**src/dht_pkg.sv**
```systemverilog
// Shared types and constants for the dual hysteresis thermostat.
`timescale 1ns / 1ps

package dht_pkg;

  localparam int unsigned TEMP_W = 16;
  localparam int unsigned TIME_W = 16;
  localparam int unsigned CFG_INDEX_W = 8;

  // Hold window for a stale sensor reading, in seconds
  localparam logic [TIME_W-1:0] STALE_HOLD_SECONDS = 16'd20;
  localparam logic signed [TEMP_W-1:0] SETPOINT_INVALID = 16'sh8000;

  typedef enum logic [2:0] {
    CODE_IDLE     = 3'd0,
    CODE_COOL     = 3'd1,
    CODE_COOL_MIN = 3'd2,
    CODE_HEAT     = 3'd3,
    CODE_HEAT_MIN = 3'd4,
    CODE_BOTH     = 3'd5
  } state_code_t;

  typedef enum logic [CFG_INDEX_W-1:0] {
    REG_COOL_ON_OFFSET  = 8'd0,
    REG_COOL_OFF_OFFSET = 8'd1,
    REG_HEAT_ON_OFFSET  = 8'd2,
    REG_HEAT_OFF_OFFSET = 8'd3,
    REG_COOL_MIN_ON     = 8'd4,
    REG_COOL_MIN_OFF    = 8'd5,
    REG_HEAT_MIN_ON     = 8'd6,
    REG_HEAT_MIN_OFF    = 8'd7
  } cfg_reg_t;

  localparam logic signed [TEMP_W-1:0] RST_COOL_ON_OFFSET  = 16'sd768;
  localparam logic signed [TEMP_W-1:0] RST_COOL_OFF_OFFSET = -16'sd1024;
  localparam logic signed [TEMP_W-1:0] RST_HEAT_ON_OFFSET  = -16'sd102;
  localparam logic signed [TEMP_W-1:0] RST_HEAT_OFF_OFFSET = 16'sd102;
  localparam logic [TIME_W-1:0] RST_COOL_MIN_ON  = 16'd180;
  localparam logic [TIME_W-1:0] RST_COOL_MIN_OFF = 16'd5;
  localparam logic [TIME_W-1:0] RST_HEAT_MIN_ON  = 16'd5;
  localparam logic [TIME_W-1:0] RST_HEAT_MIN_OFF = 16'd3;

endpackage

```
**src/dual_hysteresis_thermostat.sv**
```systemverilog
// Dual hysteresis thermostat: two on/off loops with minimum on and off times.
//
// Usage:
//   s_* is the tick channel, one word per control tick: tdata carries the
//   time, both sensor readings and both setpoints, tuser the two sensor
//   freshness flags. m_* returns one result word per tick: the combined
//   state code and the cooler and heater drives.
//   cfg_* writes the eight band/timing registers, by index 0..7; other
//   indexes are dropped. cfg_ready is always high. Write only while idle.
// Path: an accepted tick passes the input register, then the loop update
//   feeding the result register.
// Throughput: one tick per cycle while the result is not stalled. The loop
//   state (drive bits, switch times, last good readings) is updated in the
//   same cycle the result register loads, so the next tick sees it.
// Reset (rst, synchronous): both drives off, switch times and good-reading
//   stores zeroed, good readings marked invalid, registers to their
//   defaults, both word registers empty.
// Stall: a held result keeps its value; the input register still takes a
//   new word, and s_tready drops only when both stages are full and m_tready
//   is low.
`timescale 1ns / 1ps

module dual_hysteresis_thermostat
  import dht_pkg::*;
(
  input  logic                   clk,
  input  logic                   rst,
  // tick channel
  input  logic                   s_tvalid,
  output logic                   s_tready,
  // [15:0] now_seconds, [31:16] chamber_temp, [47:32] product_temp,
  // [63:48] cool_setpoint, [79:64] heat_setpoint
  input  logic [79:0]            s_tdata,
  // [0] chamber_present, [1] product_present
  input  logic [1:0]             s_tuser,
  // result channel
  output logic                   m_tvalid,
  input  logic                   m_tready,
  // [2:0] state_code, [3] cooler_on, [4] heater_on, [7:5] zero
  output logic [7:0]             m_tdata,
  // configuration write channel
  input  logic                   cfg_valid,
  output logic                   cfg_ready,
  input  logic [CFG_INDEX_W-1:0] cfg_index,
  input  logic [15:0]            cfg_data
);

  // ---------------- configuration registers ----------------
  logic signed [TEMP_W-1:0] cool_on_offset, cool_off_offset;
  logic signed [TEMP_W-1:0] heat_on_offset, heat_off_offset;
  logic [TIME_W-1:0] cool_min_on, cool_min_off;
  logic [TIME_W-1:0] heat_min_on, heat_min_off;

  assign cfg_ready = 1'b1;

  always_ff @(posedge clk) begin
    if (rst) begin
      cool_on_offset  <= RST_COOL_ON_OFFSET;
      cool_off_offset <= RST_COOL_OFF_OFFSET;
      heat_on_offset  <= RST_HEAT_ON_OFFSET;
      heat_off_offset <= RST_HEAT_OFF_OFFSET;
      cool_min_on     <= RST_COOL_MIN_ON;
      cool_min_off    <= RST_COOL_MIN_OFF;
      heat_min_on     <= RST_HEAT_MIN_ON;
      heat_min_off    <= RST_HEAT_MIN_OFF;
    end else if (cfg_valid && cfg_ready) begin
      case (cfg_index)
        REG_COOL_ON_OFFSET:  cool_on_offset  <= cfg_data;
        REG_COOL_OFF_OFFSET: cool_off_offset <= cfg_data;
        REG_HEAT_ON_OFFSET:  heat_on_offset  <= cfg_data;
        REG_HEAT_OFF_OFFSET: heat_off_offset <= cfg_data;
        REG_COOL_MIN_ON:     cool_min_on     <= cfg_data;
        REG_COOL_MIN_OFF:    cool_min_off    <= cfg_data;
        REG_HEAT_MIN_ON:     heat_min_on     <= cfg_data;
        REG_HEAT_MIN_OFF:    heat_min_off    <= cfg_data;
        default: ;  // unknown index: dropped
      endcase
    end
  end

  // ---------------- input register ----------------
  logic        in_valid;
  logic [79:0] in_data;
  logic [1:0]  in_user;
  logic        advance;

  assign advance  = in_valid && (!m_tvalid || m_tready);
  assign s_tready = !in_valid || advance;

  always_ff @(posedge clk) begin
    if (rst) begin
      in_valid <= 1'b0;
    end else if (s_tready) begin
      in_valid <= s_tvalid;
    end
  end

  always_ff @(posedge clk) begin
    if (s_tvalid && s_tready) begin
      in_data <= s_tdata;
      in_user <= s_tuser;
    end
  end

  // ---------------- loop state ----------------
  logic                     cooler, heater;
  logic [TIME_W-1:0]        cool_switch_time, heat_switch_time;
  logic [TIME_W-1:0]        chamber_good_time, product_good_time;
  logic signed [TEMP_W-1:0] chamber_good_temp, product_good_temp;
  logic                     chamber_good_valid, product_good_valid;

  // ---------------- update logic ----------------
  logic [TIME_W-1:0]        now;
  logic signed [TEMP_W-1:0] ch_raw, pr_raw, csp, hsp, ch, pr;
  logic                     ch_present, pr_present, ch_ok, pr_ok;
  logic [TIME_W-1:0]        since_cool, since_heat;
  logic signed [TEMP_W:0]   ch_x, pr_x, cool_on_lvl, cool_off_lvl, heat_on_lvl, heat_off_lvl;
  logic                     cool_en, heat_en, cool_want, cool_sat, heat_want, heat_sat;
  logic                     cooler_next, heater_next, cool_sw, heat_sw;
  state_code_t              code_next;

  assign now        = in_data[15:0];
  assign ch_raw     = in_data[31:16];
  assign pr_raw     = in_data[47:32];
  assign csp        = in_data[63:48];
  assign hsp        = in_data[79:64];
  assign ch_present = in_user[0];
  assign pr_present = in_user[1];

  assign since_cool = now - cool_switch_time;
  assign since_heat = now - heat_switch_time;

  // fresh reading, else the last good one inside the hold window
  assign ch_ok = ch_present ||
                 (chamber_good_valid && (now - chamber_good_time) <= STALE_HOLD_SECONDS);
  assign pr_ok = pr_present ||
                 (product_good_valid && (now - product_good_time) <= STALE_HOLD_SECONDS);
  assign ch = ch_present ? ch_raw : chamber_good_temp;
  assign pr = pr_present ? pr_raw : product_good_temp;

  // band edges at 17 bits, no wrap
  assign ch_x         = {ch[TEMP_W-1], ch};
  assign pr_x         = {pr[TEMP_W-1], pr};
  assign cool_on_lvl  = {csp[TEMP_W-1], csp} + {cool_on_offset[TEMP_W-1], cool_on_offset};
  assign cool_off_lvl = {csp[TEMP_W-1], csp} + {cool_off_offset[TEMP_W-1], cool_off_offset};
  assign heat_on_lvl  = {hsp[TEMP_W-1], hsp} + {heat_on_offset[TEMP_W-1], heat_on_offset};
  assign heat_off_lvl = {hsp[TEMP_W-1], hsp} + {heat_off_offset[TEMP_W-1], heat_off_offset};

  assign cool_en   = ch_ok && (csp != SETPOINT_INVALID);
  assign heat_en   = pr_ok && (hsp != SETPOINT_INVALID);
  assign cool_want = cool_en && (ch_x > cool_on_lvl);
  assign cool_sat  = cool_en && (ch_x <= cool_off_lvl);
  assign heat_want = heat_en && (pr_x < heat_on_lvl);
  assign heat_sat  = heat_en && (pr_x >= heat_off_lvl);

  // an unknown sensor drops the drive at once, ignoring minimum on time
  always_comb begin
    if (cooler) begin
      cool_sw = !ch_ok || (cool_sat && (since_cool > cool_min_on));
    end else begin
      cool_sw = cool_want && (since_cool > cool_min_off);
    end
    if (heater) begin
      heat_sw = !pr_ok || (heat_sat && (since_heat > heat_min_on));
    end else begin
      heat_sw = heat_want && (since_heat > heat_min_off);
    end
    cooler_next = cooler ^ cool_sw;
    heater_next = heater ^ heat_sw;

    if (cooler_next && heater_next) begin
      code_next = CODE_BOTH;
    end else if (cooler_next) begin
      code_next = (cool_sat && (since_cool <= cool_min_on)) ? CODE_COOL_MIN : CODE_COOL;
    end else if (heater_next) begin
      code_next = (heat_sat && (since_heat <= heat_min_on)) ? CODE_HEAT_MIN : CODE_HEAT;
    end else begin
      code_next = CODE_IDLE;
    end
  end

  always_ff @(posedge clk) begin
    if (rst) begin
      cooler             <= 1'b0;
      heater             <= 1'b0;
      cool_switch_time   <= '0;
      heat_switch_time   <= '0;
      chamber_good_time  <= '0;
      product_good_time  <= '0;
      chamber_good_temp  <= '0;
      product_good_temp  <= '0;
      chamber_good_valid <= 1'b0;
      product_good_valid <= 1'b0;
    end else if (advance) begin
      cooler <= cooler_next;
      heater <= heater_next;
      if (cool_sw) begin
        cool_switch_time <= now;
      end
      if (heat_sw) begin
        heat_switch_time <= now;
      end
      if (ch_present) begin
        chamber_good_time  <= now;
        chamber_good_temp  <= ch_raw;
        chamber_good_valid <= 1'b1;
      end
      if (pr_present) begin
        product_good_time  <= now;
        product_good_temp  <= pr_raw;
        product_good_valid <= 1'b1;
      end
    end
  end

  // ---------------- result register ----------------
  state_code_t out_code;
  logic        out_cooler, out_heater;

  always_ff @(posedge clk) begin
    if (rst) begin
      m_tvalid <= 1'b0;
    end else if (!m_tvalid || m_tready) begin
      m_tvalid <= in_valid;
    end
  end

  always_ff @(posedge clk) begin
    if (advance) begin
      out_code   <= code_next;
      out_cooler <= cooler_next;
      out_heater <= heater_next;
    end
  end

  assign m_tdata = {3'b000, out_heater, out_cooler, out_code};

endmodule

```
**config.mk**
```make
export PLATFORM = sky130hd
export DESIGN_NAME = dual_hysteresis_thermostat
export DESIGN_NICKNAME = d
export VERILOG_FILES = /design/src/dht_pkg.sv /design/src/dual_hysteresis_thermostat.sv
export SDC_FILE = /design/constraint.sdc
export NUM_CORES = 1
export LEC_CHECK = 0
export BUFFER_PORTS_ARGS = -buffer_cell sky130_fd_sc_hd__buf_4
export CAP_MARGIN = 20
export CORE_ASPECT_RATIO = 1.4
export CORE_MARGIN = 8
export CORE_UTILIZATION = 52
export DETAILED_ROUTE_END_ITERATION = 10
export MAX_ROUTING_LAYER = met4
export PLACE_DENSITY = 0.74
export SLEW_MARGIN = 20
export SYNTH_ARGS = -nofsm -noshare
export SYNTH_HDL_FRONTEND = slang
export SYNTH_SLANG_ARGS = --single-unit
```
**constraint.sdc**
```tcl
create_clock -name clk -period 5.76 [get_ports clk]
set_input_delay 0.288 -clock clk [delete_from_list [all_inputs] [get_ports clk]]
set_output_delay 0.288 -clock clk [all_outputs]
set_load 0.03 [all_outputs]
```
==> metrics.txt <==
outcome=finished clean; Levels on crit path=21; ratio of cells with drive above 1 in the final layout=9.84%; Synth Cell Area=19,900 um^2; cell count after synthesis=2,293; die footprint=44,900 um^2; Clk Latency, worst-skew pair=0.54 ns; first element of the critical path=in_data[64]; dominant synthesized flop cell=dfxtp_1; critical path type=reg -> reg; R2R depth=21; worst hold path class=in -> reg; Clock Sinks=317; non-filler cells, final=2,958; root buf cell=clkbuf_16; CP Capture Type=flop; most common cell after layout, fill and taps aside=nand2_1; DRC Markers=0; Gate power share=19.0%; Die Y=247 um; cell taking the most area after synthesis=dfxtp_1; Buf+Inv Stages, Crit Path=0; area share of the largest cell type after synthesis=23.1%; R2R Path Start=in_data[64]; Design Area, Final=23,100 um^2; CTS tree=built; P_int=4.21 mW; vias in the first global route=17.2k; Final Hold Viols=0; Sw Share=27.9%; fin nets=2,826; distinct cell type count after synthesis=77; Initial Utilization=52.3%; startpoint types=flop; CTS buffer count=35; total global routing overflow=0; CP Data Required Time=6.04 ns; DR vias/cell=5.73; Synth area leaders=dfxtp_1 (23%), ha_1 (16%), edfxtp_1 (13%), nand2_1 (7.6%), a21oi_1 (5.2%); total global routing track utilization=25.0%; drt pass-1 iters=5; clk_skew=0.0226 ns; commonest cells after routing, fill and taps aside=nand2_1 (405), ha_1 (255), dfxtp_1 (230); Seq/Total Area, Yosys=36.3%; ANT cells=0; r2r setup slk=0.38 ns; Die W=181 um; Syn Area/Cell=8.68 um^2; Yosys warning count=0; initial antenna violation count=0; # placed instances=2,812; Power Dens Cells=252 nW/um^2; number of flops mapped to enable cells by yosys=87; Worst-path clk slew=0.07 ns; Final Cycle Share=93.5%; Area growth, synth to finish=16.2%; maximum root-to-sink buffer count=3; ANT nets after route=0; CTS H-tree depth=2; post-layout minimum cycle time=5.38 ns; achievable frequency=186 MHz; DR WL/cell=18.4 um; RePlAce Congestion=0.926; Lkg Pwr=9.61 nW; Seq pwr share=41.6%; Core Box Area=38,100 um^2; Final Slew Violations=0; CP arrival=5.66 ns; Crit-path slowest cell=edfxtp_1; final setup vio count=0; Worst Hold Depth=3; Routed WL=54,500 um; first-pass GRT wire length=87,800 um; Async S/R FF share, synth=0%; hpwl dp=40,500 um; Yosys reg bits=317; Clk network pwr share=39.4%; Max stage delay on crit path=0.43 ns; Worst path top cell family by delay=compound AO/OA/AOI/OAI gates; crit path to=out_code[1]; Least-Margin Pin Slew=1.02 ns; largest net degree at the start of global routing=93; setup bufs post-CTS=0; routed vias=17.0k; Placed Area=21,100 um^2; Cell Chain, Critical Path=ha_1 -> fa_1 -> a21o_1 -> a21oi_1 -> o21bai_1 -> a21oi_1 -> o21bai_1 -> a41o_1 -> o41a_1 -> a21oi_1 -> nor2b_1 -> o31ai_1 -> ha_1 -> a21oi_1 -> o211ai_1 -> a2111oi_0 -> o21ai_0 -> a211o_1 -> a21oi_1 -> nor4b_1 -> mux2_2; MaxCap Viol Count=0; FP Rows=85; num ports=122; most used cell, CP=a21oi_1; Iteration-0 DRC Markers=966; P_sw=1.63 mW; number of I/O port buffers=117; Peak supply drop=0.268 mV; Worst slew margin=30.5%; CP max FO=3; RR Endpoint=out_code[1]
cell families (layout without fill, tap and decap cells):
family	Yosys count	in the layout	synth area share, %
simple gates	779	779	17.4
other cells	2	4	0.0377
buf+inv	278	463	5.55
flops	317	317	36.3
compound gates	457	457	14.4
mux	116	116	6.04
xor+xnor	83	83	3.65
fa+ha+maj	261	261	16.6
worst register-to-register path: cells and delay by family (launching register included):
family,cells,cell delay [ns]
muxes,1,0.28
adders and majority gates,3,0.94
and+or+nand+nor,2,0.19
DFF,1,0.43
AOI/OAI and AO/OA,15,3.28
cell usage after synthesis (all sizes together), types with 19 or more instances:
master and instances:
nand2b 21, edfxtp 87, dfxtp 230, nand3 68, clkbuf 73, nand4 22
o21ai 68, nand2 405, nor2 129, nor3 34, mux2i 84, mux2 32
nor2b 29, xor2 34, a21oi 208, buf 20, inv 185, ha 255
o211ai 19, a21o 35, xnor2 49
repair_timing:
| action | 4_1_cts | 5_1_grt |
|---|---|---|
| resized for setup | 0 | 7 |
| hold buffers | 83 | 0 |
| endpoints found under the setup margin | 0 | 19 |
| hold endpoints to repair | 83 | 0 |
how the worst min path moves through the flow:
stage | from | slack [ns] | end
2_1_floorplan | s_tdata[0] | 0.39 | in_data[0]
3_3_place_gp | product_good_time[8] | 0.44 | product_good_time[8]
3_5_place_dp | cool_switch_time[3] | 0.45 | cool_switch_time[3]
4_1_cts | cfg_data[3] | 0.06 | cool_on_offset[3]
5_1_grt | cfg_data[3] | 0.07 | cool_on_offset[3]
6_report | cfg_data[3] | 0.08 | cool_on_offset[3]
per-layer routing:
| layer | up-vias | part of all wire, % | track usage (%) | wire length [um] |
|---|---|---|---|---|
| met5 | - | 0 | - | 0 |
| met4 | 0 | 4.1 | 10.7 | 2250 |
| met3 | 121 | 4.4 | 3.22 | 2380 |
| met2 | 402 | 52 | 45.8 | 28200 |
| met1 | 8102 | 40 | 26.8 | 21700 |
| li1 | 8326 | - | - | - |
flip-flops by register name (all words and copies together), names as in the netlist, 2 cells and up:
signal / flops
chamber_good_temp: 16
chamber_good_time: 16
cool_min_off: 16
cool_min_on: 16
cool_off_offset: 16
cool_on_offset: 16
cool_switch_time: 16
heat_min_off: 16
heat_min_on: 16
heat_off_offset: 16
heat_on_offset: 16
heat_switch_time: 16
in_data: 80
in_user: 2
out_code: 3
product_good_temp: 16
product_good_time: 16
per-stage QoR:
step | util [%] | power [mW] | hold WS (ns) | worst slack, ns | setup TNS [ns]
finish | 60.7 | 5.83 | 0.0801 | 0.377 | 0
CTS | 60.6 | 5.87 | 0.0589 | 0.185 | 0
global placement | 55.4 | 3.48 | 0.442 | 0.370 | 0
detailed placement | 55.4 | 3.52 | 0.446 | 0.229 | 0
global route | 60.7 | 6.09 | 0.0736 | -0.000380 | -0.000380
floorplan | - | 3.19 | 0.387 | 0.824 | 0
power by group through the flow:
stage / combinational, mW / clock (mW) / sequential (mW)
after floorplan: 0.750 / 0 / 2.44
after global placement: 1.01 / 0 / 2.47
after detailed placement: 1.04 / 0 / 2.47
after CTS: 1.10 / 2.34 / 2.42
after global routing: 1.24 / 2.43 / 2.43
final: 1.11 / 2.30 / 2.42
final cells by class:
type / instances / area [um^2]
Inverter: 185 / 694
Sequential cell: 317 / 7220
Timing Repair Buffer: 215 / 1830
Clock inverter: 18 / 181
Tap cell: 478 / 598
Clock buffer: 45 / 987
Multi-Input combinational cell: 1700 / 11600
Fill cell: 3264 / 15000
No activity file was read; power rests on OpenSTA's default activity.
